`src/rtl/rect_subtract_clip_defines.svh`:
```
// Assertion macros shared by the rectangle subtraction RTL.
`ifndef RECT_SUBTRACT_CLIP_DEFINES_SVH
`define RECT_SUBTRACT_CLIP_DEFINES_SVH

`ifndef ASSERT_OFF
`define RSC_ASSERT_IMPL(lbl, clk, rstn, ante, cons) \
	lbl: assert property (@(posedge clk) disable iff (!rstn) (ante) |-> (cons)) \
		else $error("implication check failed");
`define RSC_ASSERT_NEXT(lbl, clk, rstn, ante, cons) \
	lbl: assert property (@(posedge clk) disable iff (!rstn) (ante) |=> (cons)) \
		else $error("next-cycle check failed");
`else
`define RSC_ASSERT_IMPL(lbl, clk, rstn, ante, cons)
`define RSC_ASSERT_NEXT(lbl, clk, rstn, ante, cons)
`endif

`endif

```
`src/rtl/rsc_pkg.sv`:
```
// Package with widths and the piece type for rectangle subtraction.
package rsc_pkg;

	localparam int COORD_BITS = 16;
	localparam int SIZE_BITS  = COORD_BITS - 1;
	// Edges plus sizes need two extra bits for a signed compare without overflow
	localparam int WIDE_BITS  = COORD_BITS + 2;
	localparam int NUM_PIECES = 4;
	localparam int SEL_BITS   = $clog2(NUM_PIECES);

	typedef struct packed {
		logic signed [COORD_BITS-1:0] x;
		logic signed [COORD_BITS-1:0] y;
		logic        [SIZE_BITS-1:0]  w;
		logic        [SIZE_BITS-1:0]  h;
	} piece_t;

	typedef logic signed [WIDE_BITS-1:0] wide_t;

endpackage

```
`src/rtl/rect_subtract_clip.sv`:
```
// Rectangle subtraction: source minus clip as up to four pieces (top, left, right, bottom).
// An accepted input passes through the input register and then the piece buffer before its first piece is offered.
// Throughput: one piece per cycle while out_ready is high; each input yields 1 to 4 pieces,
// drained through the single result port from the four-entry piece buffer.
// A new input is taken while the previous one drains its final piece.
// Reset (arst_n low) empties the input register and the piece buffer at once.
`include "rect_subtract_clip_defines.svh"

module rect_subtract_clip (
	input  logic                                   clk,
	input  logic                                   arst_n,
	input  logic                                   in_valid,
	output logic                                   in_ready,
	input  logic signed [rsc_pkg::COORD_BITS-1:0]  src_x,
	input  logic signed [rsc_pkg::COORD_BITS-1:0]  src_y,
	input  logic        [rsc_pkg::SIZE_BITS-1:0]   src_w,
	input  logic        [rsc_pkg::SIZE_BITS-1:0]   src_h,
	input  logic signed [rsc_pkg::COORD_BITS-1:0]  clip_x,
	input  logic signed [rsc_pkg::COORD_BITS-1:0]  clip_y,
	input  logic        [rsc_pkg::SIZE_BITS-1:0]   clip_w,
	input  logic        [rsc_pkg::SIZE_BITS-1:0]   clip_h,
	output logic                                   out_valid,
	input  logic                                   out_ready,
	output logic signed [rsc_pkg::COORD_BITS-1:0]  piece_x,
	output logic signed [rsc_pkg::COORD_BITS-1:0]  piece_y,
	output logic        [rsc_pkg::SIZE_BITS-1:0]   piece_w,
	output logic        [rsc_pkg::SIZE_BITS-1:0]   piece_h,
	output logic                                   empty_res,
	output logic                                   last
);

	localparam int CB = rsc_pkg::COORD_BITS;
	localparam int SB = rsc_pkg::SIZE_BITS;
	localparam int WB = rsc_pkg::WIDE_BITS;
	localparam int NP = rsc_pkg::NUM_PIECES;

	// Input register
	logic                 valid_s1;
	logic signed [CB-1:0] sx_s1, sy_s1, cx_s1, cy_s1;
	logic        [SB-1:0] sw_s1, sh_s1, cw_s1, ch_s1;

	// Piece buffer
	rsc_pkg::piece_t      pieces_q [NP];
	logic [NP-1:0]        mask_q;
	logic                 empty_q;

	logic                 in_fire, out_fire, load;
	logic                 sel_last;
	logic [rsc_pkg::SEL_BITS-1:0] sel;

	rsc_pkg::wide_t sx, sy, sw, sh, cx, cy, cw, ch;
	rsc_pkg::wide_t sr, sb, cr, cbot;
	rsc_pkg::wide_t ix, iy, ir, ib, iw, ih;
	logic            contained, disjoint;
	rsc_pkg::piece_t calc [NP];
	logic [NP-1:0]   calc_mask;
	logic            calc_empty;

	assign sx = {{(WB-CB){sx_s1[CB-1]}}, sx_s1};
	assign sy = {{(WB-CB){sy_s1[CB-1]}}, sy_s1};
	assign cx = {{(WB-CB){cx_s1[CB-1]}}, cx_s1};
	assign cy = {{(WB-CB){cy_s1[CB-1]}}, cy_s1};
	assign sw = {{(WB-SB){1'b0}}, sw_s1};
	assign sh = {{(WB-SB){1'b0}}, sh_s1};
	assign cw = {{(WB-SB){1'b0}}, cw_s1};
	assign ch = {{(WB-SB){1'b0}}, ch_s1};

	assign sr   = sx + sw;
	assign sb   = sy + sh;
	assign cr   = cx + cw;
	assign cbot = cy + ch;

	assign ix = (sx >= cx)  ? sx : cx;
	assign iy = (sy >= cy)  ? sy : cy;
	assign ir = (sr <= cr)  ? sr : cr;
	assign ib = (sb <= cbot) ? sb : cbot;
	assign iw = ir - ix;
	assign ih = ib - iy;

	assign contained = (sx >= cx) && (sy >= cy) && (sr <= cr) && (sb <= cbot);
	assign disjoint  = (iw <= 0) || (ih <= 0);

	always_comb begin
		rsc_pkg::wide_t top_h, left_w, right_w, bot_h;
		top_h   = iy - sy;
		left_w  = ix - sx;
		right_w = sr - ir;
		bot_h   = sb - ib;
		calc[0] = '{x: sx_s1, y: sy_s1, w: sw_s1, h: top_h[SB-1:0]};
		calc[1] = '{x: sx_s1, y: iy[CB-1:0], w: left_w[SB-1:0], h: ih[SB-1:0]};
		calc[2] = '{x: ir[CB-1:0], y: iy[CB-1:0], w: right_w[SB-1:0], h: ih[SB-1:0]};
		calc[3] = '{x: sx_s1, y: ib[CB-1:0], w: sw_s1, h: bot_h[SB-1:0]};
		calc_mask  = {ib < sb, ir < sr, ix > sx, iy > sy};
		calc_empty = 1'b0;
		if (contained) begin
			calc[0]    = '0;
			calc_mask  = NP'(1);
			calc_empty = 1'b1;
		end else if (disjoint) begin
			calc[0]   = '{x: sx_s1, y: sy_s1, w: sw_s1, h: sh_s1};
			calc_mask = NP'(1);
		end else if (calc_mask == '0) begin
			// no piece left over: report one empty transaction
			calc[0]    = '0;
			calc_mask  = NP'(1);
			calc_empty = 1'b1;
		end
	end

	// Pick the lowest pending piece
	always_comb begin
		sel = '0;
		for (int i = NP - 1; i >= 0; i--) begin
			if (mask_q[i]) sel = i[rsc_pkg::SEL_BITS-1:0];
		end
	end

	assign sel_last  = (mask_q & (mask_q - NP'(1))) == '0;
	assign out_valid = |mask_q;
	assign out_fire  = out_valid && out_ready;
	assign load      = valid_s1 && (!out_valid || (out_fire && sel_last));
	assign in_ready  = !valid_s1 || load;
	assign in_fire   = in_valid && in_ready;

	assign piece_x   = pieces_q[sel].x;
	assign piece_y   = pieces_q[sel].y;
	assign piece_w   = pieces_q[sel].w;
	assign piece_h   = pieces_q[sel].h;
	assign empty_res = empty_q;
	assign last      = sel_last;

	always_ff @(posedge clk or negedge arst_n) begin
		if (!arst_n) begin
			valid_s1 <= 1'b0;
		end else if (in_ready) begin
			valid_s1 <= in_valid;
		end
	end

	always_ff @(posedge clk) begin
		if (in_fire) begin
			sx_s1 <= src_x;
			sy_s1 <= src_y;
			sw_s1 <= src_w;
			sh_s1 <= src_h;
			cx_s1 <= clip_x;
			cy_s1 <= clip_y;
			cw_s1 <= clip_w;
			ch_s1 <= clip_h;
		end
	end

	always_ff @(posedge clk or negedge arst_n) begin
		if (!arst_n) begin
			mask_q  <= '0;
			empty_q <= 1'b0;
		end else if (load) begin
			mask_q  <= calc_mask;
			empty_q <= calc_empty;
		end else if (out_fire) begin
			// drop the piece just sent
			mask_q  <= mask_q & (mask_q - NP'(1));
		end
	end

	always_ff @(posedge clk) begin
		if (load) begin
			for (int i = 0; i < NP; i++) pieces_q[i] <= calc[i];
		end
	end

	`RSC_ASSERT_IMPL(a_empty_alone, clk, arst_n, out_valid && empty_q, mask_q == NP'(1))
	`RSC_ASSERT_IMPL(a_no_early_load, clk, arst_n, valid_s1 && out_valid && !(out_fire && sel_last), !in_ready)
	`RSC_ASSERT_NEXT(a_more_after_not_last, clk, arst_n, out_fire && !sel_last, out_valid)

endmodule
```
`config.mk`:
```
export PLATFORM = sky130hd
export DESIGN_NAME = rect_subtract_clip
export DESIGN_NICKNAME = d
export VERILOG_FILES = /design/src/rtl/rsc_pkg.sv /design/src/rtl/rect_subtract_clip.sv
export VERILOG_INCLUDE_DIRS = /design/src /design/src/rtl
export SDC_FILE = /design/constraint.sdc
export NUM_CORES = 1
export LEC_CHECK = 0
export ABC_AREA = 1
export BUFFER_PORTS_ARGS = -buffer_cell sky130_fd_sc_hd__buf_2
export CELL_PAD_IN_SITES_DETAIL_PLACEMENT = 2
export CELL_PAD_IN_SITES_GLOBAL_PLACEMENT = 2
export CORE_MARGIN = 2
export CORE_UTILIZATION = 41
export CTS_CLUSTER_DIAMETER = 60
export DETAILED_ROUTE_END_ITERATION = 7
export GPL_TIMING_DRIVEN = 0
export MAX_ROUTING_LAYER = met4
export PLACE_DENSITY_LB_ADDON = 0.15
export REMOVE_ABC_BUFFERS = 1
export SKIP_CTS_REPAIR_TIMING = 1
export SYNTH_ARGS = -nofsm -noshare
export SYNTH_HDL_FRONTEND = slang
export SYNTH_SLANG_ARGS = --single-unit
export TNS_END_PERCENT = 100
```
`constraint.sdc`:
```
create_clock -name clk -period 27.3 [get_ports clk]
set_input_delay 4.095 -clock clk [delete_from_list [all_inputs] [get_ports clk]]
set_output_delay 4.095 -clock clk [all_outputs]
set_load 0.005 [all_outputs]
```
Word level (Yosys, flattened, before mapping)
Memory sizes are Yosys's and may differ from the RTL's.
Index checks and enable logic that the tools add are counted.
{ "op_classes": {"n_addsub": 11, "n_lt_le_gt_ge": 10, "n_mux": 21, "n_reduce_logical": 16, "n_bitwise": 1} }
{ "ops": {"columns": ["op", "count"], "rows": [
  ["$mux 62", 3],
  ["$mux 18", 4],
  ["$add 16x16->17", 4],
  ["$sub 15x15->15", 4],
  ["$gt 18x16->1", 2],
  ["$le 18x1->1 const B", 2],
  ["$lt 18x17->1", 2],
  ["$sub 18x18->18", 2],
  ["$le 17x17->1", 2],
  ["$ge 16x16->1", 2],
  ["$mux 4", 5],
  ["$logic_not 4->1", 2],
  ["$mux 2", 4],
  ["$logic_and 1x1->1", 7],
  ["$mux 1", 5],
  ["$and 4x4->4", 1],
  ["$reduce_or 4->1", 1],
  ["$sub 4x1->4 const B", 1],
  ["$logic_or 1x1->1", 3],
  ["$logic_not 1->1", 2],
  ["$reduce_bool 2->1", 1]
]} }
{ "totals": {"register_bits": 130, "input_bits": 128, "elab_cells": 71, "mem_bits_rw": 248, "output_inout_bits": 66, "mem_count": 1} }
{ "mem_list": {"columns": ["memory", "words", "word_bits", "read_ports", "rd_ports_with_merged_regs", "write_ports", "line_no", "source"], "rows": [
  ["pieces_q", 4, 62, 1, 0, 4, "rect_subtract_clip.sv:43", "rsc_pkg::piece_t pieces_q [NP];"]
]} }

Longest topological paths before layout
{ "logic_depth": {"word_depth": 9, "mapped_depth": 56} }

Worst setup path before layout
OpenSTA, ideal clock, no wires.
{ "synth_timing": {"path_type": "input -> register", "start": "input out_ready", "end": "register mask_q[1]", "cell_stages": 8, "n_path_buf": 0, "setup_time_ps": 77, "slack_ps": 12902, "t_arrival_ps": 14320, "cell_sequence": "nand2_1 -> nand2_1 -> inv_1 -> nor2_1 -> nand2_1 -> a21oi_1 -> nand3_1 -> a21oi_1"} }
{ "synth_via": {"elab_chain_len": 5, "elab_cells_between_ends": 6} }
{ "synth_lines": {"columns": ["element", "line_no", "source"], "rows": [
  ["start, declared", "rect_subtract_clip.sv:23", "input logic out_ready,"],
  ["$logic_and 1x1->1 *", "rect_subtract_clip.sv:120", "assign out_fire = out_valid && out_ready;"],
  ["$logic_and 1x1->1 *", "rect_subtract_clip.sv:121", "assign load = valid_s1 && (!out_valid || (out_fire && sel_last));"],
  ["$logic_or 1x1->1 *", "rect_subtract_clip.sv:121", null],
  ["$logic_and 1x1->1 *", "rect_subtract_clip.sv:121", null],
  ["net load", "rect_subtract_clip.sv:47", "logic in_fire, out_fire, load;"],
  ["$mux 4 / $reduce_bool 2->1 (equally long branches)", null, null],
  ["end signal, assigned", "rect_subtract_clip.sv:158", "mask_q <= calc_mask;"],
  ["end signal, assigned", "rect_subtract_clip.sv:162", "mask_q <= mask_q & (mask_q - NP'(1));"],
  ["end, declared", "rect_subtract_clip.sv:44", "logic [NP-1:0] mask_q;"]
]} }
The timed path passes the listed nets; every way through them passes the cells marked *.
A chain may end at the register's enable or synchronous reset.

==> results by group <==
Cells and area
  • Layout cells sized above 1: a little over an eighth
  • Final nets: 3104
  • Area grow syn2layout: 14.1%
  • Non-Filler Instances: ~3.5k

Timing
  • Rel. slew slack: 6.56%
  • Max Slew Vio Count: 0
  • Final cycle utilization of the critical path: 45.0%
  • Unrepaired setup endpoints after global routing: no
  • Layout Skew: 0.0263 ns
  • # setup viols final: 0
  • Setup TNS: 0 ns
  • Worst setup margin: roughly 15 ns
  • Final hold violation count: 0
  • Worst-Margin Slew: between 1 and 1.5 ns
  • Highest clock rate: between 80 and 90 MHz
  • Final worst path period need: 12.30 ns

CTS
  • Clock Tree Buf Depth: 3
  • CTS root buf: clkbuf_16
  • CTS tree: yes
  • Number of clock sinks: 331
  • Clock slew seen by the registers of the worst setup and hold paths: 0.06 ns
  • Worst skew pair latency: about 0.6 ns
  • TritonCTS Buffers: 42
  • H-tree depth: 2

Floorplanning
  • # IOs: 194
  • Core Region: about 55000 µm²
  • Die height: 240 µm
  • Starting density of the core: 41.5%
  • Standard-cell row count: 86
  • Die area: roughly 58000 µm²
  • Die X: around 240 µm

Drt
  • Vias: between 15k and 20k
  • First DRT Iteration DRCs: 890
  • Routed Antenna Nets: 0
  • Vias/cell: 5.49
  • Drt drc: 0
  • Routed len/inst: 22.9 µm
  • 1st-pass router iterations: 5
  • WL final: 80400 µm

Worst hold path
  • Hold Path End: pieces_q[3][23]
  • Hold Path Class: flop to flop
  • Hold Crit Start: sw_s1[8]
  • Hold Path Depth: 0

Setup path
  • CP Class: flop to flop
  • CP Data Arrival Time: 12.57 ns
  • Instance count on the critical path: 43
  • CP required: 27.57 ns
  • CP Buf/Inv Count: 3
  • Worst reg-to-reg setup slack: 15.00 ns
  • Crit-path max FO: 47
  • FF-to-FF path depth: 43
  • RR Startpoint: sx_s1[2]
  • Crit-path max cell delay: 1.01 ns
  • R2R Path End: pieces_q[0][52]
  • Type of destination of the critical path: flop
  • Startpoint types: flop
  • Worst path slowest cell: nand2_4
  • Top Family by Delay on Critical Path: compound AO/OA/AOI/OAI gates

Synth
  • Ys flop type: edfxtp_1
  • Synth top area share: 42.7%
  • Mux contribution to synthesized area: 0.0493%
  • Largest family of logic cells by synthesized area: simple AND/OR/NAND/NOR gates
  • Synthesis-stage register bit count: 331
  • Synthesized area per cell: ~9.0 µm²
  • Async SR Flop Fraction: 1.81%
  • Post-synthesis compound-gate area fraction: approximately 12%
  • Mapped Area: ~23000 µm²
  • Yosys warns: 0
  • Simple-gate area share of the yosys netlist: 18.9%
  • EDFF count, synth: roughly 330
  • Post-synth cell types: 64
  • Post-Syn Instances: 2532
  • Synth area leaders: edfxtp_1, ha_1, nand2_1
  • Xor/xnor share of the synthesized area: around 4.3%
  • Area leader, netlist: edfxtp_1
  • Post-synthesis adder-cell area fraction: roughly 14%
  • Sequential-to-total area share from yosys stat: 43.4%

Place
  • Gpl congestion: 0.910
  • DP HPWL: 62000 µm
  • Placed Instances: between 3k and 4k
  • Pre-CTS setup slack: 15.25 ns
  • IO Port Bufs: roughly 190

Global routing
  • Total Routing Usage GR: 28.8%
  • Initial antenna violation count: 2
  • First-pass GRT wire length: around 120000 µm
  • Vias in the first global route: about 21k
  • GRT overflow: 0
  • Largest net degree at the start of global routing: just under 80

Job
  • MaxCap Viol Count: 0

Status
  • Outcome: finished, final reports clean
-- cell usage after synthesis (8+ instances only) --
cell and n:
xnor2_1 27, ha_1 243, nor4_1 8, a21oi_1 166, nand3_1 95, o21bai_1 20
nor2_4 30, o21ai_0 158, o32ai_1 46, or2_2 18, a21o_1 11, fa_1 10
nand4_1 24, nand2_1 426, nor3_1 11, inv_1 342, xor2_1 85, nand3_2 9
nor2_1 291, a31oi_1 25, clkbuf_1 46, nand2_2 22, edfxtp_1 325, a211oi_1 14
-- per-layer routing --
layer | part of all wire [%] | track usage, %
met1 | 45 | 36.7
met2 | 49 | 48.6
met3 | 3.6 | 3.02
met4 | 2.7 | 8.62
met5 | 0 | -
-- layout make-up --
class,instances,area (µm²)
antenna,1,2.50
clock buffer,54,1130
clock inverter,22,159
fill,6073,29000
inverter,345,1300
multi-input combinational,1795,11400
sequential,331,9910
tap,748,936
timing repair buffer,208,1270
-- registers in the layout (all words and copies together) (netlist names), 4 cells and up --
register  count
sh_s1        15
mask_q        4
sy_s1        16
cy_s1        16
ch_s1        15
pieces_q    201
sx_s1        16
sw_s1        15
cx_s1        16
cw_s1        15
-- how the worst max path moves through the flow --
stage	start	to	slack, ns
4_1_cts	sx_s1[2]	pieces_q[0][52]	15.14
3_5_place_dp	sx_s1[2]	pieces_q[0][52]	15.25
2_1_floorplan	out_ready	mask_q[1]	12.89
3_3_place_gp	out_ready	mask_q[1]	7.99
6_report	sx_s1[2]	pieces_q[0][52]	15.00
5_1_grt	sx_s1[2]	pieces_q[0][52]	14.24
-- placed cells by master (no fill, tap or decap), types with 27 or more instances in the layout --
master / synthesis / layout
nand2_1: 426 / 425
inv_1: 342 / 340
edfxtp_1: 325 / 325
nor2_1: 291 / 289
ha_1: 243 / 243
buf_2: 7 / 193
a21oi_1: 166 / 166
o21ai_0: 158 / 158
nand3_1: 95 / 94
xor2_1: 85 / 85
o32ai_1: 46 / 46
clkbuf_16: 0 / 42
nor2_4: 30 / 32
xnor2_1: 27 / 27
-- stage by stage --
| step | hold WS (ns) | instance area (µm²) | util (%) |
|---|---|---|---|
| finish | 0.513 | 26100 | 47.3 |
| global route | 0.531 | 26100 | 47.3 |
| CTS | 0.518 | 26100 | 47.3 |
| detailed placement | 0.491 | 24800 | 45.0 |
| global placement | 0.504 | 24400 | 44.3 |
| floorplan | 0.457 | 22500 | - |
-- cells by family (layout without fill, tap and decap cells) --
family	after synthesis	in the layout
DFF	331	331
other	0	1
AOI/OAI and AO/OA	470	470
muxes	1	1
adders and majority gates	254	254
buffers and inverters	406	629
xor gates and xnor gates	112	112
and+or+nand+nor	958	958
Power is not shown: default switching activity piles up to over one toggle a cycle in this logic, so the estimate is an artifact.
